File: src/rtl/assert_macros.svh
// Assertion macros used by the top level of the bus arbiter.
`ifndef ASSERT_MACROS_SVH
`define ASSERT_MACROS_SVH

`ifndef ASSERT_OFF

// Property that must hold at every clock edge outside reset.
`define ASSERT_PROP(label, clk, rst, prop) \
   label: assert property (@(posedge clk) disable iff (rst) (prop)) \
      else $error("assertion failed");

// Condition that must never be true outside reset.
`define ASSERT_NEVER(label, clk, rst, cond) \
   label: assert property (@(posedge clk) disable iff (rst) !(cond)) \
      else $error("forbidden condition seen");

`else

`define ASSERT_PROP(label, clk, rst, prop)
`define ASSERT_NEVER(label, clk, rst, cond)

`endif

`endif

File: src/rtl/apba_pkg.sv
// Package with widths, codes and types shared by the bus arbiter modules.
`default_nettype none

package apba_pkg;

   // Requester count default and width of the index field
   localparam int NUM_REQ_DEFAULT = 6;
   localparam int REQ_IDX_W       = 3;
   localparam int LEVEL_W         = 8;
   localparam int OP_W            = 2;
   localparam int CSR_IDX_W       = 3;
   localparam int REQ_DATA_W      = 8;
   localparam int RSP_DATA_W      = 8;

   // Level of a requester with nothing pending
   localparam logic [LEVEL_W-1:0] IDLE_LEVEL = 8'hFF;

   // Request operation codes; the unused code acts as a poll
   typedef enum logic [OP_W-1:0] {
      OP_REQUEST = 2'd0,
      OP_RELEASE = 2'd1,
      OP_POLL    = 2'd2
   } op_type;

   // Bus holder as passed between grant logic and the top level
   typedef struct packed {
      logic                 valid;
      logic [REQ_IDX_W-1:0] index;
   } grant_type;

endpackage

`default_nettype wire

File: src/rtl/apba_level_update.sv
// Per-requester level update for request and release operations.
`default_nettype none

module apba_level_update #(
   parameter int NUM_REQUESTERS = apba_pkg::NUM_REQ_DEFAULT
) (
   input  wire logic [apba_pkg::OP_W-1:0]                          op,
   input  wire logic [apba_pkg::REQ_IDX_W-1:0]                     who,
   input  wire logic [NUM_REQUESTERS-1:0][apba_pkg::LEVEL_W-1:0]   static_prio,
   input  wire logic [NUM_REQUESTERS-1:0][apba_pkg::LEVEL_W-1:0]   level_cur,
   output logic      [NUM_REQUESTERS-1:0][apba_pkg::LEVEL_W-1:0]   level_next
);
   import apba_pkg::*;

   logic in_range;

   // Requester index inside the populated range
   assign in_range = ({1'b0, who} < (REQ_IDX_W + 1)'(NUM_REQUESTERS));

   // Each entry is updated on its own
   always_comb begin
      for (int i = 0; i < NUM_REQUESTERS; i++) begin
         level_next[i] = level_cur[i];
         unique case (op)
            OP_REQUEST: begin
               if (in_range && (who == REQ_IDX_W'(i)) &&
                   (static_prio[i] < level_cur[i])) begin
                  level_next[i] = static_prio[i];
               end
            end
            OP_RELEASE: begin
               if (in_range) begin
                  if (who == REQ_IDX_W'(i)) begin
                     level_next[i] = IDLE_LEVEL;
                  end else if ((level_cur[i] != IDLE_LEVEL) &&
                               (level_cur[i] != '0)) begin
                     // aging toward zero, saturating
                     level_next[i] = level_cur[i] - LEVEL_W'(1);
                  end
               end
            end
            default: begin
               level_next[i] = level_cur[i];
            end
         endcase
      end
   end

endmodule

`default_nettype wire

File: src/rtl/apba_grant_select.sv
// Lowest-level search across requesters, ties to the lowest index.
`default_nettype none

module apba_grant_select #(
   parameter int NUM_REQUESTERS = apba_pkg::NUM_REQ_DEFAULT
) (
   input  wire logic                                              bus_free,
   input  wire logic [NUM_REQUESTERS-1:0][apba_pkg::LEVEL_W-1:0]  level,
   output apba_pkg::grant_type                                    grant
);
   import apba_pkg::*;

   logic [LEVEL_W-1:0]   best;
   logic [REQ_IDX_W-1:0] best_idx;
   logic                 found;

   // Strict less-than keeps the first of equal levels
   always_comb begin
      best     = IDLE_LEVEL;
      best_idx = '0;
      found    = 1'b0;
      for (int i = 0; i < NUM_REQUESTERS; i++) begin
         if (level[i] < best) begin
            best     = level[i];
            best_idx = REQ_IDX_W'(i);
            found    = 1'b1;
         end
      end
   end

   // Only a free bus takes a new holder
   assign grant.valid = bus_free && found;
   assign grant.index = (bus_free && found) ? best_idx : '0;

endmodule

`default_nettype wire

File: src/rtl/aging_priority_bus_arbiter.sv
// Top level of the aging priority bus arbiter.
//
//  channel | dir | handshake             | payload
//  --------+-----+-----------------------+-------------------------------------
//  req     | in  | req_tvalid/req_tready | operation, requester
//  rsp     | out | rsp_tvalid/rsp_tready | grant_valid, granted_requester
//  csr     | in  | csr_wen               | static priority per requester
//
//  One request per cycle sustained while results are taken; a result passes
//  through the input register, then the result register, once its request is
//  taken. Level update and the lowest-level search run combinationally
//  between the two registers.
//  Synchronous reset: all levels idle, no holder, static priority i.
//  A stalled result holds the input register; a new request is taken in the
//  same cycle the pending result is taken.
`default_nettype none

`include "assert_macros.svh"

module aging_priority_bus_arbiter #(
   parameter int NUM_REQUESTERS = apba_pkg::NUM_REQ_DEFAULT
) (
   input  wire logic                               clock,
   input  wire logic                               reset,
   // request channel
   input  wire logic                               req_tvalid,
   output logic                                    req_tready,
   input  wire logic [apba_pkg::REQ_DATA_W-1:0]    req_tdata,  // operation[1:0], requester[4:2]
   // result channel
   output logic                                    rsp_tvalid,
   input  wire logic                               rsp_tready,
   output logic      [apba_pkg::RSP_DATA_W-1:0]    rsp_tdata,  // grant_valid[0], granted_requester[3:1]
   // configuration writes
   input  wire logic                               csr_wen,
   input  wire logic [apba_pkg::CSR_IDX_W-1:0]     csr_index,
   input  wire logic [apba_pkg::LEVEL_W-1:0]       csr_wdata
);
   import apba_pkg::*;

   // Input register
   logic                 s1_valid_ff, s1_valid_in;
   logic [OP_W-1:0]      s1_op_ff;
   logic [REQ_IDX_W-1:0] s1_who_ff;

   // Result register
   logic                 out_valid_ff, out_valid_in;
   grant_type            out_grant_ff;

   // Arbiter state
   logic [NUM_REQUESTERS-1:0][LEVEL_W-1:0] level_ff, level_in;
   logic [NUM_REQUESTERS-1:0][LEVEL_W-1:0] static_prio_ff;
   grant_type                              holder_ff, holder_in;

   logic      req_take;
   logic      s1_advance;
   logic      bus_free;
   grant_type new_grant;
   logic [NUM_REQUESTERS-1:0] pending;

   // Handshake control
   assign s1_advance  = s1_valid_ff && (!out_valid_ff || rsp_tready);
   assign req_tready  = !s1_valid_ff || s1_advance;
   assign req_take    = req_tvalid && req_tready;
   assign s1_valid_in = req_take || (s1_valid_ff && !s1_advance);
   assign out_valid_in = s1_advance || (out_valid_ff && !rsp_tready);

   always_ff @(posedge clock) begin
      if (reset) begin
         s1_valid_ff  <= 1'b0;
         out_valid_ff <= 1'b0;
      end else begin
         s1_valid_ff  <= s1_valid_in;
         out_valid_ff <= out_valid_in;
      end
   end

   // Capture request payload
   always_ff @(posedge clock) begin
      if (req_take) begin
         s1_op_ff  <= req_tdata[OP_W-1:0];
         s1_who_ff <= req_tdata[OP_W +: REQ_IDX_W];
      end
   end

   // Static priority registers
   always_ff @(posedge clock) begin
      if (reset) begin
         for (int i = 0; i < NUM_REQUESTERS; i++) begin
            static_prio_ff[i] <= LEVEL_W'(i);
         end
      end else if (csr_wen) begin
         for (int i = 0; i < NUM_REQUESTERS; i++) begin
            if (csr_index == CSR_IDX_W'(i)) begin
               static_prio_ff[i] <= csr_wdata;
            end
         end
      end
   end

   apba_level_update #(
      .NUM_REQUESTERS (NUM_REQUESTERS)
   ) u_level_update (
      .op          (s1_op_ff),
      .who         (s1_who_ff),
      .static_prio (static_prio_ff),
      .level_cur   (level_ff),
      .level_next  (level_in)
   );

   // Any release frees the bus before the grant is re-run
   assign bus_free = !holder_ff.valid || (s1_op_ff == OP_RELEASE);

   apba_grant_select #(
      .NUM_REQUESTERS (NUM_REQUESTERS)
   ) u_grant_select (
      .bus_free (bus_free),
      .level    (level_in),
      .grant    (new_grant)
   );

   // Keep the holder unless the bus was freed
   assign holder_in = bus_free ? new_grant : holder_ff;

   // State and result update, one request per advance
   always_ff @(posedge clock) begin
      if (reset) begin
         level_ff  <= {NUM_REQUESTERS{IDLE_LEVEL}};
         holder_ff <= '0;
      end else if (s1_advance) begin
         level_ff  <= level_in;
         holder_ff <= holder_in;
      end
   end

   always_ff @(posedge clock) begin
      if (s1_advance) begin
         out_grant_ff <= holder_in;
      end
   end

   assign rsp_tvalid = out_valid_ff;
   assign rsp_tdata  = {(RSP_DATA_W - REQ_IDX_W - 1)'(0),
                        out_grant_ff.index, out_grant_ff.valid};

   // Requesters with a level below idle
   always_comb begin
      for (int i = 0; i < NUM_REQUESTERS; i++) begin
         pending[i] = (level_ff[i] != IDLE_LEVEL);
      end
   end

   // A holder exists exactly when something is pending
   `ASSERT_PROP(a_holder_iff_pending, clock, reset, holder_ff.valid == (pending != '0))
   // Holder index stays within the requester count
   `ASSERT_NEVER(a_holder_in_range, clock, reset, ({1'b0, holder_ff.index} >= (REQ_IDX_W + 1)'(NUM_REQUESTERS)))
   // A shown result always mirrors the current holder
   `ASSERT_PROP(a_rsp_matches_state, clock, reset, out_valid_ff |-> (out_grant_ff == holder_ff))
   // An advancing request always lands in the result register
   `ASSERT_PROP(a_advance_fills_out, clock, reset, s1_advance |=> out_valid_ff)

endmodule

`default_nettype wire

File: config.mk
export PLATFORM = sky130hd
export DESIGN_NAME = aging_priority_bus_arbiter
export DESIGN_NICKNAME = d
export VERILOG_FILES = /design/src/rtl/apba_pkg.sv /design/src/rtl/apba_level_update.sv /design/src/rtl/apba_grant_select.sv /design/src/rtl/aging_priority_bus_arbiter.sv
export VERILOG_INCLUDE_DIRS = /design/src /design/src/rtl
export SDC_FILE = /design/constraint.sdc
export NUM_CORES = 1
export LEC_CHECK = 0
export BUFFER_PORTS_ARGS = -buffer_cell sky130_fd_sc_hd__buf_4
export CAP_MARGIN = 15
export CORE_MARGIN = 1.5
export CORE_UTILIZATION = 55
export DETAILED_ROUTE_END_ITERATION = 8
export GPL_TIMING_DRIVEN = 0
export PLACE_DENSITY = 0.72
export SETUP_SLACK_MARGIN = 0.5
export SLEW_MARGIN = 30
export SYNTH_ARGS = -nofsm -noshare
export SYNTH_HDL_FRONTEND = slang
export SYNTH_SLANG_ARGS = --single-unit
File: constraint.sdc
create_clock -name clock -period 19.3 [get_ports clock]
set_clock_uncertainty 0.05 [all_clocks]
set_input_delay 3.86 -clock clock [delete_from_list [all_inputs] [get_ports clock]]
set_output_delay 3.86 -clock clock [all_outputs]
set_load 0.05 [all_outputs]
==> metrics.md <==
| Metric | Value |
|---|---|
| CP startpoint | s1_op_ff[1] |
| CTS HTree Levels | 3 |
| Grt met2 use | 0.518 |
| Worst Max-Slew Pin Slew | 952 ps |
| Final period util | 0.687 |
| Setup ws final | 6040 ps |
| Vias post-DR | slightly above 9000 |
| Met3 Usage GRT | 0.0753 |
| Largest area contributor in the netlist | dfxtp_1 |
| Sequential share of the synthesized area | 0.259 |
| Core box area | ~16000 sq um |
| I/O Buffers | 24 |
| CP Capture Point | rsp_tdata[0] |
| Slowest CP cell | a2111oi_2 |
| Reg2reg setup slack | 6040 ps |
| Synth top cells by count | nand2_1 (182), a21oi_1 (103), dfxtp_1 (102), ha_1 (95), nor2_1 (91) |
| Die height | 130 um |
| WS Path Type | flip-flop to flip-flop |
| Clk sink count | 111 |
| First-pass DRT Iterations | 7 |
| CTS tree | yes |
| TNS Setup | 0 ps |
| Root buf cell | clkbuf_16 |
| Count leader, synth | nand2_1 |
| Starting Density | 0.562 |
| Fill cells | 1525 |
| WP data arrival | around 13000 ps |
| GRT Total Usage | 0.346 |
| # resized after CTS | 0 |
| Static leakage | 0.00438 uW |
| Syn Inst Count | 1168 |
| Most common flop cell mapped by yosys | dfxtp_1 |
| Grt peak-use layer | met2 |
| Area growth from synthesis to layout | 8.75% |
| Area share of the largest cell type after synthesis | 0.229 |
| Diode count | 0 |
| Crit path max fanout | 10 |
| Post-Place Worst Slack | ~6400 ps |
| Residual DRC count | 0 |
| Grt met1 use | 0.488 |
| Avg WL per Cell | roughly 20 um |
| Status | complete, no violations |
| Worst reg2reg path startpoint | s1_op_ff[1] |
| Largest net degree at the start of global routing | 23 |
| Vias in the first global route | 8061 |
| Fmax achieved | approximately 75 MHz |
| Mean Syn Cell Area | 7.65 sq um |
| Final min period | around 13000 ps |
| Chip Width | 130 um |
| HP Class | flip-flop to flip-flop |
| Fin nets | 1325 |
| Final estimated routing congestion in global placement | 1.02 |
| Dpl hpwl | 22.0 mm |
| Num CTS Buffers | 9 |
| Distinct cells, synth | 79 |
| CP max stage delay | 680 ps |
| Via density per instance | 6.34 |
| Initial antenna violation count | 0 |
| Cell Rows | 46 |
| Share of cells above drive strength 1 | 0.0768 |
| Top post-synthesis cells by area | dfxtp_1 (23%), ha_1 (13%), nand2_1 (7.6%), a21oi_1 (5.8%), o211ai_1 (4.9%) |
| R2R depth | 47 |
| Die outline area | between 15000 and 20000 sq um |
| Cell area after synthesis | 8930 sq um |
| R2r endpoint | rsp_tdata[0] |
| RSZ-0062 raised after global routing | no |
| Hold path depth | 2 |
| Post-route ant nets | 0 |
| CP required | 19350 ps |
| Number of synthesized flops with an enable pin | 9 |
| Max IR drop VDD | 0.0000585 V |
| Pwr Density | slightly above 90 nW/um^2 |
| Ys Warns | 0 |
| Final wirelength | 28.5 mm |
| Startpoint Class | flip-flop |
| Clk slew on worst S/H paths | 90 ps |
| Worst skew pair latency | 370 ps |
| Final number of setup-violating endpoints | 0 |
| Fin. max-slew vios | 0 |
| Final hold vios | 0 |
| First-pass GRT wire length | 44.5 mm |
| Setup Buffers After CTS | 0 |
| Max cap viols | 0 |
| #FFs+latches synth | 111 |
| # IOs | 34 |
| Clock Path Buffers | 2 |
| GRT overflow | 0 |
| Cts hold-fix bufs | 0 |
| Slew Limit Headroom | 0.357 |
| 1st-iter DRT viols | 1012 |
| Synth async-reset ratio | 0 |
| Nature of the critical path endpoint | flip-flop |
[cell usage in the layout, fill, tap and decap left out, drive strengths merged, types with 5 or more instances in the layout]
cell type | netlist | final
o31a | 5 | 5
and2 | 8 | 8
ha | 95 | 95
o21ai | 46 | 46
a21o | 22 | 22
and3 | 5 | 5
a31oi | 12 | 12
nor2b | 6 | 6
nor2 | 92 | 92
a211oi | 9 | 9
dfxtp | 102 | 102
o22ai | 19 | 19
nand2 | 182 | 182
buf | 16 | 40
a211o | 6 | 6
or2 | 5 | 5
nor3b | 5 | 5
a32oi | 7 | 7
edfxtp | 9 | 9
xnor2 | 9 | 9
inv | 77 | 82
nand4 | 21 | 21
nor3 | 16 | 16
o311ai | 5 | 5
a41oi | 6 | 6
a21oi | 104 | 104
mux2 | 20 | 20
clkbuf | 45 | 54
mux2i | 27 | 27
o21a | 9 | 9
nand2b | 8 | 8
nor4 | 16 | 16
o211ai | 58 | 58
nand3 | 30 | 30
[flip-flops by register name, summed over array words and instances (netlist names)]
| signal | cells |
|---|---|
| level_ff | 48 |
| static_prio_ff | 48 |
| holder_ff | 4 |
| rsp_tdata | 4 |
| s1_who_ff | 3 |
| s1_op_ff | 2 |
| rsp_tvalid | 1 |
| s1_valid_ff | 1 |
[routing by layer]
layer  vias up  wire, um
met5         -         0
met4         0       810
met3        69      2750
met2       432     12200
met1      4187     12800
li1       4364         -
[per-stage QoR]
| step | total power [uW] | hold slack [ps] | cell area [sq um] | util | std cells |
|---|---|---|---|---|---|
| 2_1_floorplan | 592 | 395 | 8940 | - | 1171 |
| 3_3_place_gp | 684 | 411 | 9390 | 0.591 | 1411 |
| 3_5_place_dp | 694 | 422 | 9410 | 0.592 | 1411 |
| 4_1_cts | 894 | 434 | 9710 | 0.612 | 1427 |
| 5_1_grt | 954 | 465 | 9710 | 0.612 | 1427 |
| 6_report | 898 | 434 | 9710 | 0.612 | 1427 |
[how the worst min path moves through the flow]
stage / endpoint / from
floorplan: static_prio_ff[16] / static_prio_ff[16]
global placement: static_prio_ff[10] / static_prio_ff[10]
detailed placement: static_prio_ff[10] / static_prio_ff[10]
CTS: static_prio_ff[10] / static_prio_ff[10]
global route: static_prio_ff[12] / static_prio_ff[12]
finish: static_prio_ff[10] / static_prio_ff[10]
[critical path: cells and delay by family (launching register included)]
| family | cells | cell delay, ps |
|---|---|---|
| compound gates | 20 | 5280 |
| fa+ha+maj | 5 | 1440 |
| buf+inv | 8 | 3050 |
| flops | 1 | 320 |
| mux | 3 | 1070 |
| simple gates | 11 | 1720 |
[cell families (layout without fill, tap and decap cells)]
family / after synthesis / after routing / synth area share
AOI/OAI and AO/OA: 351 / 351 / 0.269
xor gates and xnor gates: 9 / 9 / 0.00883
buffers and inverters: 139 / 179 / 0.0615
and+or+nand+nor: 415 / 415 / 0.212
DFF: 111 / 111 / 0.259
muxes: 47 / 47 / 0.0559
other: 1 / 4 / 0.000420
adders and majority gates: 95 / 95 / 0.133
[area by class of cell]
class / count / area (sq um) / share of cell area
well taps: 216 / 270 / 0.0278
inverters: 78 / 293 / 0.0301
clock inverters: 7 / 82.6 / 0.00850
flip-flops and latches: 111 / 2310 / 0.238
multi-input cells: 921 / 6090 / 0.627
clock buffers: 9 / 225 / 0.0232
plain buffers: 61 / 256 / 0.0264
repair buffers: 24 / 180 / 0.0185
[report_power, final]
group          switching (uW)  internal (uW)  leakage, uW
Sequential               15.3            250     0.000916
Clock                     109           94.4     0.000153
Combinational             259            171      0.00331
Power figures use the tool's default switching activity.
